<file path="src/rtl/core/scq_pkg.sv">
package scq_pkg;

  localparam int DEF_CAPACITY = 16;
  localparam int DEF_KEY_BITS = 16;

  localparam logic [1:0] FUNC_INSERT = 2'd0;
  localparam logic [1:0] FUNC_POP    = 2'd1;
  localparam logic [1:0] FUNC_TICK   = 2'd2;

  localparam logic [1:0] STATUS_OK    = 2'd0;
  localparam logic [1:0] STATUS_EMPTY = 2'd1;
  localparam logic [1:0] STATUS_DUP   = 2'd2;
  localparam logic [1:0] STATUS_FULL  = 2'd3;

  typedef enum logic [3:0] {
    S_IDLE,
    S_INS_RD,
    S_INS_CMP,
    S_SHF_RD,
    S_SHF_WR,
    S_INS_PUT,
    S_POP_RD,
    S_POP_WR,
    S_TCK_RD,
    S_TCK_WR,
    S_FIN
  } state_t;

endpackage

</file>
<file path="src/rtl/core/sorted_countdown_queue_core.sv">
// Sorted key queue with insert, pop-smallest and tick (decrement all, saturating).
// An item is taken when start is high and busy is low; busy then stays high until
// the cycle in which done strobes the single result, and the receiver cannot stall.
// Keys live in one memory with a registered read and a separate write port, walked
// one entry per read state and compare or write state. Insert appends at the tail,
// stops on a duplicate, or shifts the larger keys up from the tail and then writes
// the key; pop copies each entry one place down; tick writes each back decremented.
// Each operation ends in S_FIN, which strobes the result. Full, empty, single-entry
// pop and unused-code items strobe their result in the cycle right after the accept.
module sorted_countdown_queue_core #(
  parameter int CAPACITY = scq_pkg::DEF_CAPACITY,
  parameter int KEY_BITS = scq_pkg::DEF_KEY_BITS
) (
  input  logic               clk,
  input  logic               rst,
  input  logic               start,
  output logic               busy,
  input  logic [1:0]         func,
  input  logic signed [15:0] key,
  output logic               done,
  output logic [1:0]         status,
  output logic               head_valid,
  output logic signed [15:0] head_key,
  output logic [4:0]         occupancy
);

  import scq_pkg::*;

  localparam int AW = (CAPACITY > 1) ? $clog2(CAPACITY) : 1;
  localparam int CW = $clog2(CAPACITY + 1);
  localparam int KW = (KEY_BITS > 16) ? KEY_BITS : 16;
  localparam int OW = (CW > 5) ? CW : 5;
  localparam logic [KEY_BITS-1:0] KEY_MIN = {1'b1, {(KEY_BITS-1){1'b0}}};

  logic [KEY_BITS-1:0] mem [CAPACITY];
  logic [KEY_BITS-1:0] rdata;

  state_t              state, state_next;
  logic [1:0]          op;
  logic [KEY_BITS-1:0] kreg;
  logic [AW-1:0]       ptr, ptr_next;
  logic [AW-1:0]       pos, pos_next;
  logic [CW-1:0]       count, count_next;
  logic [KEY_BITS-1:0] head, head_next;
  logic [1:0]          status_reg, status_next;

  logic                we;
  logic [AW-1:0]       waddr;
  logic [KEY_BITS-1:0] wdata;

  logic                accept;
  logic [KW-1:0]       key_ext;
  logic [KEY_BITS-1:0] key_in;
  logic                ptr_last;
  logic                is_full;
  logic                is_empty;
  logic [KW-1:0]       head_ext;
  logic [OW-1:0]       occ_ext;

  assign accept   = start && (state == S_IDLE);
  assign key_ext  = KW'($unsigned(key));
  assign key_in   = key_ext[KEY_BITS-1:0];
  assign ptr_last = ((CW'(ptr) + CW'(1)) == count);
  assign is_full  = (count == CW'(CAPACITY));
  assign is_empty = (count == '0);

  always_comb begin
    state_next = state;
    unique case (state)
      S_IDLE: begin
        if (accept) begin
          priority if (func == FUNC_INSERT) begin
            state_next = (is_full || is_empty) ? S_FIN : S_INS_RD;
          end else if (func == FUNC_POP) begin
            state_next = (count > CW'(1)) ? S_POP_RD : S_FIN;
          end else if (func == FUNC_TICK) begin
            state_next = is_empty ? S_FIN : S_TCK_RD;
          end else begin
            state_next = S_FIN;
          end
        end
      end
      S_INS_RD: state_next = S_INS_CMP;
      S_INS_CMP: begin
        priority if ($signed(rdata) < $signed(kreg)) begin
          state_next = ptr_last ? S_FIN : S_INS_RD;
        end else if (rdata == kreg) begin
          state_next = S_FIN;
        end else begin
          state_next = S_SHF_RD;
        end
      end
      S_SHF_RD: state_next = S_SHF_WR;
      S_SHF_WR: state_next = (ptr == pos) ? S_INS_PUT : S_SHF_RD;
      S_INS_PUT: state_next = S_FIN;
      S_POP_RD: state_next = S_POP_WR;
      S_POP_WR: state_next = ptr_last ? S_FIN : S_POP_RD;
      S_TCK_RD: state_next = S_TCK_WR;
      S_TCK_WR: state_next = ptr_last ? S_FIN : S_TCK_RD;
      S_FIN: state_next = S_IDLE;
      default: state_next = S_IDLE;
    endcase
  end

  always_comb begin
    ptr_next    = ptr;
    pos_next    = pos;
    count_next  = count;
    status_next = status_reg;
    we          = 1'b0;
    waddr       = ptr;
    wdata       = rdata;
    unique case (state)
      S_IDLE: begin
        if (accept) begin
          status_next = STATUS_OK;
          ptr_next    = '0;
          priority if (func == FUNC_INSERT) begin
            priority if (is_full) begin
              status_next = STATUS_FULL;
            end else if (is_empty) begin
              we         = 1'b1;
              waddr      = '0;
              wdata      = key_in;
              count_next = CW'(1);
            end else begin
              ptr_next = '0;
            end
          end else if (func == FUNC_POP) begin
            priority if (is_empty) begin
              status_next = STATUS_EMPTY;
            end else if (count == CW'(1)) begin
              count_next = '0;
            end else begin
              ptr_next = AW'(1);
            end
          end else begin
            ptr_next = '0;
          end
        end
      end
      S_INS_CMP: begin
        priority if ($signed(rdata) < $signed(kreg)) begin
          if (ptr_last) begin
            we         = 1'b1;
            waddr      = count[AW-1:0];
            wdata      = kreg;
            count_next = count + CW'(1);
          end else begin
            ptr_next = ptr + AW'(1);
          end
        end else if (rdata == kreg) begin
          status_next = STATUS_DUP;
        end else begin
          pos_next = ptr;
          ptr_next = AW'(count - CW'(1));
        end
      end
      S_SHF_WR: begin
        we    = 1'b1;
        waddr = ptr + AW'(1);
        wdata = rdata;
        if (ptr != pos) begin
          ptr_next = ptr - AW'(1);
        end
      end
      S_INS_PUT: begin
        we         = 1'b1;
        waddr      = pos;
        wdata      = kreg;
        count_next = count + CW'(1);
      end
      S_POP_WR: begin
        we    = 1'b1;
        waddr = ptr - AW'(1);
        wdata = rdata;
        if (ptr_last) begin
          count_next = count - CW'(1);
        end else begin
          ptr_next = ptr + AW'(1);
        end
      end
      S_TCK_WR: begin
        we    = 1'b1;
        waddr = ptr;
        wdata = (rdata == KEY_MIN) ? rdata : rdata - KEY_BITS'(1);
        if (!ptr_last) begin
          ptr_next = ptr + AW'(1);
        end
      end
      default: begin
      end
    endcase
    head_next = (we && waddr == '0) ? wdata : head;
  end

  always_ff @(posedge clk) begin
    if (we) begin
      mem[waddr] <= wdata;
    end
    rdata <= mem[ptr];
  end

  always_ff @(posedge clk) begin
    if (rst) begin
      state <= S_IDLE;
      count <= '0;
    end else begin
      state <= state_next;
      count <= count_next;
    end
  end

  always_ff @(posedge clk) begin
    if (accept) begin
      op   <= func;
      kreg <= key_in;
    end
    ptr        <= ptr_next;
    pos        <= pos_next;
    head       <= head_next;
    status_reg <= status_next;
  end

  assign head_ext   = KW'($signed(head));
  assign occ_ext    = OW'(count);
  assign busy       = (state != S_IDLE);
  assign done       = (state == S_FIN);
  assign status     = (op == FUNC_TICK) ? STATUS_OK : status_reg;
  assign head_valid = !is_empty;
  assign head_key   = is_empty ? 16'sd0 : $signed(head_ext[15:0]);
  assign occupancy  = occ_ext[4:0];

endmodule
</file>
<file path="config.mk">
export PLATFORM = sky130hd
export DESIGN_NAME = sorted_countdown_queue_core
export DESIGN_NICKNAME = d
export VERILOG_FILES = /design/src/rtl/core/scq_pkg.sv /design/src/rtl/core/sorted_countdown_queue_core.sv
export SDC_FILE = /design/constraint.sdc
export NUM_CORES = 1
export LEC_CHECK = 0
export BUFFER_PORTS_ARGS = -buffer_cell sky130_fd_sc_hd__clkbuf_2
export CORE_MARGIN = 3
export CORE_UTILIZATION = 35
export DETAILED_ROUTE_END_ITERATION = 10
export HOLD_SLACK_MARGIN = 0.12
export MAX_ROUTING_LAYER = met4
export RECOVER_POWER = 100
export SYNTH_ARGS = -nofsm -noshare
export SYNTH_HDL_FRONTEND = slang
export SYNTH_SLANG_ARGS = --single-unit
</file>
<file path="constraint.sdc">
create_clock -name clk -period 5.14 [get_ports clk]
set_clock_uncertainty 0.1 [all_clocks]
set_input_delay 0 -clock clk [delete_from_list [all_inputs] [get_ports clk]]
set_output_delay 0 -clock clk [all_outputs]
set_load 0.02 [all_outputs]
</file>
==> results_dict.tcl, run 1 <==
set metrics [dict create \
    status "complete, but fails checks" \
    failed_checks "max-capacitance violations, max-slew violations" \
    grt_usage_pct 17.38 \
    buffer_ports.inserted 46 \
    design_area_um2 16280 \
    htree_num_levels 1 \
    grt_pass1_wl_mm 53.84 \
    insertedDiodeCount 0 \
    hold_depth 2 \
    class_of_the_most_critical_setup_path "register to register" \
    capture_point_of_the_worst_reg_to_reg_path "mem[2][6]" \
    finalCriticalPeriod_ns 4.631 \
    worst_hold_path.endpoint "kreg[1]" \
    cts_resized 0 \
    pin_count_of_the_biggest_net_entering_global_routing 63 \
    cts-root-buf "sky130_fd_sc_hd__clkbuf_16" \
    post_synth_instance_area_um2 13900 \
    post_drt_wl_per_cell_um 23.29 \
    netlist_instances 875 \
    mostFrequentLayoutCell "sky130_fd_sc_hd__edfxtp_1" \
    worst_r2r_startpoint "rdata[3]" \
    finish.net_count 1034 \
    rrSetupSlack_ns 0.51 \
    clock_sinks 309 \
    worstSetupStartpoint "rdata[3]" \
    tightest_slew_ns 1.821 \
    setup_viol 0 \
    worst_hold_startpoint "key[1]" \
    max_cap_violations 2 \
    antenna_found_initial 2 \
    place.gp.congestion 0.9219 \
    achievable_freq_ghz 0.2159 \
    routed_wl_mm 35.70 \
    hold_slack_ns 0.2162 \
    timing.critical_path.from_type "register" \
    cts.path.max_buffers 3 \
    synthToLayoutAreaGrowth_pct 17.06 \
    pwrdens_nw_per_um2 625.2 \
    yosys_warnings 0 \
    drt-vias-per-instance 5.473 \
    irDropWorstVdd_uv 236.4 \
    num_io_pins 47 \
    die_y_um 205.3 \
    critical_path_cell_with_the_highest_stage_delay "sky130_fd_sc_hd__nor3b_1" \
    fp.dieArea_um2 42150 \
    cellLeakagePower_nw 5.321 \
    synth-edff-count 284 \
    core_area_um2 38920 \
    hp-class "input port to register" \
    cts_post_setup_buffers_inserted 0 \
    syn-num-nets 918 \
    postSynthRegisterBits 309 \
    firstDrtPassIters 5 \
    timing.final.max_slew_violations 88 \
    crit_path_max_incr_delay_ns 0.88 \
    grt.overflow.total 0 \
    detail_route.iter0.violations 933 \
    post-dp-hpwl_mm 23.60 \
    worstSkewPairLatency_ns 0.58 \
    numCtsBuffers 31 \
    finalSetupTns_ns 0 \
    clock_tree_from_tritoncts "done" \
    critical_path_required_ns 5.31 \
    max_slew_margin_pct -21.41 \
    grt_setup_unrepaired "false" \
    cts.reportedPaths.clkPinSlew_ns 0.06 \
    largest_register_ff_count 241 \
    avg_inst_size_synth_um2 15.89 \
    initial_core_util_pct 35.73 \
    worst-endpoint-arrival_ns 4.80 \
    fraction_of_final_layout_cells_with_drive_strength_greater_than_1_pct 19.01 \
    biggestRegsByFlops "mem: 241 flops, kreg: 16 flops, rdata: 16 flops" \
    critical_path_cell_by_cell "or4_1 > nor3b_1 > nand3_1 > nand2_1 > o21ai_0 > nand3b_1 > o21ai_0 > a31oi_1 > clkbuf_1" \
    rows 72 \
    synth-main-ff-cell "sky130_fd_sc_hd__edfxtp_1" \
    ff2ff_path_depth 9 \
    via_count_of_the_first_global_routing_pass 8386 \
    drt_drc_violations_left 0 \
    yosysUniqueCellTypes 76 \
    layout_common_cells "sky130_fd_sc_hd__edfxtp_1 (284), sky130_fd_sc_hd__mux4_2 (80), sky130_fd_sc_hd__clkbuf_1 (56)" \
    fin_crit_sh_pct 90.09 \
    critical_path.endpoint_type "register" \
    detailed_place.area_um2 15090 \
    holdBufCountCts 38 \
    timing.final.hold_violations 0 \
    registers.top_by_ff_count "mem" \
    worstPathMaxFanout 16 \
    postSynth.asyncResetShare_pct 0 \
    timing.critical_path.mode_cell "sky130_fd_sc_hd__o21ai_0" \
    number_of_nets_with_antenna_violations_after_detailed_routing 0 \
    postLayoutCoreUtil_pct 41.82 \
    routed-via-count 8390 \
    fp.dieW_um 205.3 \
    seq_area_frac_synth_pct 64.94 \
]
==> cell families after synthesis <==
group,share of synthesized area [%]
adders and majority gates,1.980
and+or+nand+nor,7.541
DFF,64.94
xor gates and xnor gates,1.872
muxes,13.62
buffers and inverters,2.448
AOI/OAI and AO/OA,7.596
==> cell type report <==
class	instances	area (um^2)
fill	3548	22640
sequential	309	9029
multi-input combinational	482	4558
timing repair buffer	137	888.4
clock buffer	38	812.0
tap	518	648.1
clock inverter	19	227.7
inverter	30	112.6
==> cell usage after synthesis (3+ instances only) <==
master | count | area share [%]
sky130_fd_sc_hd__nand4_1 | 6 | 0.27
sky130_fd_sc_hd__a31oi_1 | 8 | 0.36
sky130_fd_sc_hd__a22oi_1 | 3 | 0.16
sky130_fd_sc_hd__edfxtp_1 | 284 | 61
sky130_fd_sc_hd__and2_1 | 21 | 0.94
sky130_fd_sc_hd__ha_1 | 22 | 2.0
sky130_fd_sc_hd__nand2_1 | 36 | 0.97
sky130_fd_sc_hd__and3_1 | 3 | 0.14
sky130_fd_sc_hd__nand3_1 | 11 | 0.40
sky130_fd_sc_hd__buf_2 | 8 | 0.29
sky130_fd_sc_hd__o211ai_1 | 4 | 0.22
sky130_fd_sc_hd__nand2b_1 | 6 | 0.27
sky130_fd_sc_hd__inv_1 | 30 | 0.81
sky130_fd_sc_hd__dfxtp_1 | 25 | 3.6
sky130_fd_sc_hd__nor4_1 | 12 | 0.54
sky130_fd_sc_hd__nor2b_1 | 5 | 0.22
sky130_fd_sc_hd__nor2_1 | 39 | 1.1
sky130_fd_sc_hd__xnor2_1 | 14 | 0.88
sky130_fd_sc_hd__nor3_1 | 17 | 0.61
sky130_fd_sc_hd__a211oi_1 | 5 | 0.27
sky130_fd_sc_hd__a21oi_1 | 45 | 1.6
sky130_fd_sc_hd__a21boi_0 | 3 | 0.16
sky130_fd_sc_hd__mux4_2 | 80 | 13
sky130_fd_sc_hd__xor2_1 | 12 | 0.76
sky130_fd_sc_hd__a221o_1 | 5 | 0.36
sky130_fd_sc_hd__a21o_1 | 4 | 0.22
sky130_fd_sc_hd__or3_1 | 4 | 0.18
sky130_fd_sc_hd__a2bb2oi_1 | 3 | 0.19
sky130_fd_sc_hd__o22a_1 | 3 | 0.19
sky130_fd_sc_hd__buf_1 | 14 | 0.38
sky130_fd_sc_hd__a222oi_1 | 4 | 0.29
sky130_fd_sc_hd__or4_1 | 3 | 0.16
sky130_fd_sc_hd__o21ai_0 | 29 | 1.0
sky130_fd_sc_hd__nor3b_1 | 3 | 0.16
sky130_fd_sc_hd__clkbuf_1 | 29 | 0.78
sky130_fd_sc_hd__o22ai_1 | 3 | 0.14
sky130_fd_sc_hd__o221ai_1 | 5 | 0.31
sky130_fd_sc_hd__mux2i_1 | 7 | 0.50
sky130_fd_sc_hd__a221oi_1 | 6 | 0.38
sky130_fd_sc_hd__nor4_2 | 8 | 0.72
==> stage by stage <==
stage	setup WS (ns)	power (mW)	instances
finish	0.5093	10.17	1533
detailed placement	0.8077	8.000	1438
global placement	0.9362	7.960	1438
CTS	0.7813	10.34	1533
global route	0.2912	10.67	1533
floorplan	-0.2961	6.466	875
==> worst max-delay path by stage <==
stage / depth (start not counted) / to
floorplan: 14 / mem[1][0]
global placement: 10 / mem[1][5]
detailed placement: 11 / mem[1][5]
CTS: 11 / mem[1][5]
global route: 10 / head[1]
finish: 9 / mem[2][6]
==> routing by layer <==
metal	GRT usage, %	vias to the layer above	wire length, um	part of all wire (%)
li1	-	3750	-	-
met3	2.610	41	2589	7.3
met2	26.44	322	16570	46
met1	25.36	4277	16060	45
met4	2.953	0	488	1.4
met5	-	-	0	0
==> power by group <==
group	switching, mW	total [mW]	internal, mW
clock	0.953	2.32	1.37
sequential	0.243	3.95	3.71
combinational	2.49	3.90	1.41
total	3.68	10.2	6.49
==> worst max-delay path, delay by kind of cell (launching register included) <==
kind,cells,cell delay [ns]
AO/OA/AOI/OAI,3,0.50
flip-flops,1,0.42
buffers and inverters,1,0.58
AND/OR/NAND/NOR,5,2.70
Note: power is estimated with default switching activity, not from simulation.
==> inputs of run 2 (changes only) <==
Settings changed: RECOVER_POWER 100 to 50, REMOVE_ABC_BUFFERS from default to 1.
==> results_dict.tcl, run 2 (synthesis gave the netlist of run 1 again) <==
set metrics [dict create \
    status "complete, but fails checks" \
    failed_checks "max-capacitance violations, max-slew violations" \
    mostFrequentLayoutCell "sky130_fd_sc_hd__edfxtp_1" \
    grt.overflow.total 0 \
    detail_route.iter0.violations 864 \
    hold_slack_ns 0.1859 \
    timing.final.hold_violations 0 \
    rows 72 \
    htree_num_levels 1 \
    multi_input_comb_area_um2 4643 \
    clock_tree_from_tritoncts "done" \
    worst_r2r_startpoint "rdata[11]" \
    tightest_slew_ns 2.082 \
    routed_wl_mm 36.70 \
    cts.path.max_buffers 3 \
    worst-endpoint-arrival_ns 4.80 \
    grt_pass1_wl_mm 55.17 \
    fin_crit_sh_pct 89.90 \
    capture_point_of_the_worst_reg_to_reg_path "mem[14][8]" \
    timing.final.max_slew_violations 96 \
    cts-root-buf "sky130_fd_sc_hd__clkbuf_16" \
    numPlacedInstances 1432 \
    worst_hold_path.endpoint "kreg[9]" \
    critical_path_cell_with_the_highest_stage_delay "sky130_fd_sc_hd__a2111oi_0" \
    irDropWorstVdd_uv 295.8 \
    hold_depth 2 \
    max_cap_violations 2 \
    registers.top_by_ff_count "mem" \
    via_count_of_the_first_global_routing_pass 8460 \
    critical_path_cell_by_cell "ha_1 > a21oi_1 > o21ai_0 > a2111oi_0 > a211oi_1 > or2_1 > a32o_1 > or3b_1 > nor4_4 > buf_4" \
    buffer_ports.inserted 46 \
    cellLeakagePower_nw 5.236 \
    finalSetupTns_ns 0 \
    pwrdens_nw_per_um2 620.9 \
    die_y_um 205.3 \
    place.gp.congestion 0.9077 \
    crit_path_max_incr_delay_ns 0.81 \
    numCtsBuffers 31 \
    layout_common_cells "sky130_fd_sc_hd__edfxtp_1 (284), sky130_fd_sc_hd__mux4_2 (80), sky130_fd_sc_hd__clkbuf_1 (51)" \
    sequential_cell_area_um2 9029 \
    number_of_nets_with_antenna_violations_after_detailed_routing 0 \
    critical_path_required_ns 5.31 \
    drt_drc_violations_left 0 \
    grt_usage_pct 18.00 \
    power.share.clock_pct 21.3 \
    setup_viol 0 \
    finish.net_count 1021 \
    largest_register_ff_count 241 \
    clock_sinks 309 \
    post_drt_wl_per_cell_um 24.16 \
    worstSetupStartpoint "rdata[11]" \
    synthToLayoutAreaGrowth_pct 16.41 \
    finalCriticalPeriod_ns 4.621 \
    num_io_pins 47 \
    class_of_the_most_critical_setup_path "register to register" \
    insertedDiodeCount 0 \
    top_family_by_delay_on_critical_path "compound AO/OA/AOI/OAI gates" \
    netSwitchingPower_mw 3.731 \
    cts.reportedPaths.clkPinSlew_ns 0.06 \
    part_of_the_power_in_combinational_logic_pct 39.5 \
    grt_setup_unrepaired "false" \
    achievable_freq_ghz 0.2164 \
    rrSetupSlack_ns 0.52 \
    max_slew_margin_pct -38.77 \
    initial_core_util_pct 35.73 \
    hp-class "input port to register" \
    power.share.sequential_pct 39.2 \
    worstPathMaxFanout 12 \
    fp.dieW_um 205.3 \
    final_cells 1519 \
    worst_hold_startpoint "key[9]" \
    power_report.internal_total_mw 6.319 \
    routed-via-count 8491 \
    p_sw_share_pct 37.12 \
    fraction_of_final_layout_cells_with_drive_strength_greater_than_1_pct 19.98 \
    drt-vias-per-instance 5.590 \
    cts_post_setup_buffers_inserted 0 \
    core_area_um2 38920 \
    pin_count_of_the_biggest_net_entering_global_routing 71 \
    antenna_found_initial 0 \
    firstDrtPassIters 6 \
    postLayoutCoreUtil_pct 41.59 \
    critical_path.endpoint_type "register" \
    biggestRegsByFlops "mem: 241 flops, kreg: 16 flops, rdata: 16 flops" \
    ff2ff_path_depth 10 \
    timing.critical_path.from_type "register" \
    worstSkewPairLatency_ns 0.58 \
    post-dp-hpwl_mm 24.35 \
    fp.dieArea_um2 42150 \
    crit_buf_inv 1 \
    fill_count 3572 \
]
-- run 2: cell types whose count changed in the layout (fill, tap and decap cells not counted), sizes merged --
cell,delta
buf,+1
bufinv,-3
clkbuf,-5
clkinv,-3
clkinvlp,+3
dlygate4sd3,-7
-- run 2: cell type report --
class	count	share of cell area [%]
clock buffer	40	5.002
clock inverter	16	0.8891
inverter	30	0.6958
multi-input combinational	482	28.69
sequential	309	55.79
tap	518	4.005
timing repair buffer	124	4.932
-- run 2: power by group through the flow --
| stage | Sequential [mW] | Combinational (mW) | Clock (mW) |
|---|---|---|---|
| global placement | 3.96 | 3.97 | 0 |
| floorplan | 4.15 | 2.29 | 0 |
| detailed placement | 3.97 | 4.02 | 0 |
| global route | 3.97 | 4.32 | 2.30 |
| finish | 3.94 | 3.97 | 2.14 |
| CTS | 3.92 | 4.06 | 2.20 |
-- run 2: stage by stage --
stage / instance area [um^2] / setup WS, ns / total power [mW]
finish: 16180 / 0.5192 / 10.05
global route: 16180 / 0.2536 / 10.59
CTS: 16290 / 0.8250 / 10.18
detailed placement: 15030 / 0.8300 / 7.992
global placement: 15030 / 0.9396 / 7.928
floorplan: 13680 / -2.508 / 6.444
-- run 2: how the worst max path moves through the flow --
stage	endpoint	cells past startpoint
final	mem[14][8]	10
after global routing	mem[14][3]	10
after CTS	mem[12][1]	11
after detailed placement	mem[12][9]	11
after global placement	mem[14][9]	11
after floorplan	mem[1][0]	10
-- run 2: per-layer routing --
metal,global-route usage (%),routed length [um],up-vias
met1,27.12,17390,4388
met2,26.05,16150,326
met5,-,0,-
met4,3.808,751,0
met3,2.721,2406,48
li1,-,-,3729
-- run 2: timing repair --
| item | in CTS | in global routing |
|---|---|---|
| hold buffers | 31 | 0 |
| hold endpoints to repair | 82 | 0 |
| endpoints found under the setup margin | 0 | 0 |
| resized for setup | 0 | 0 |
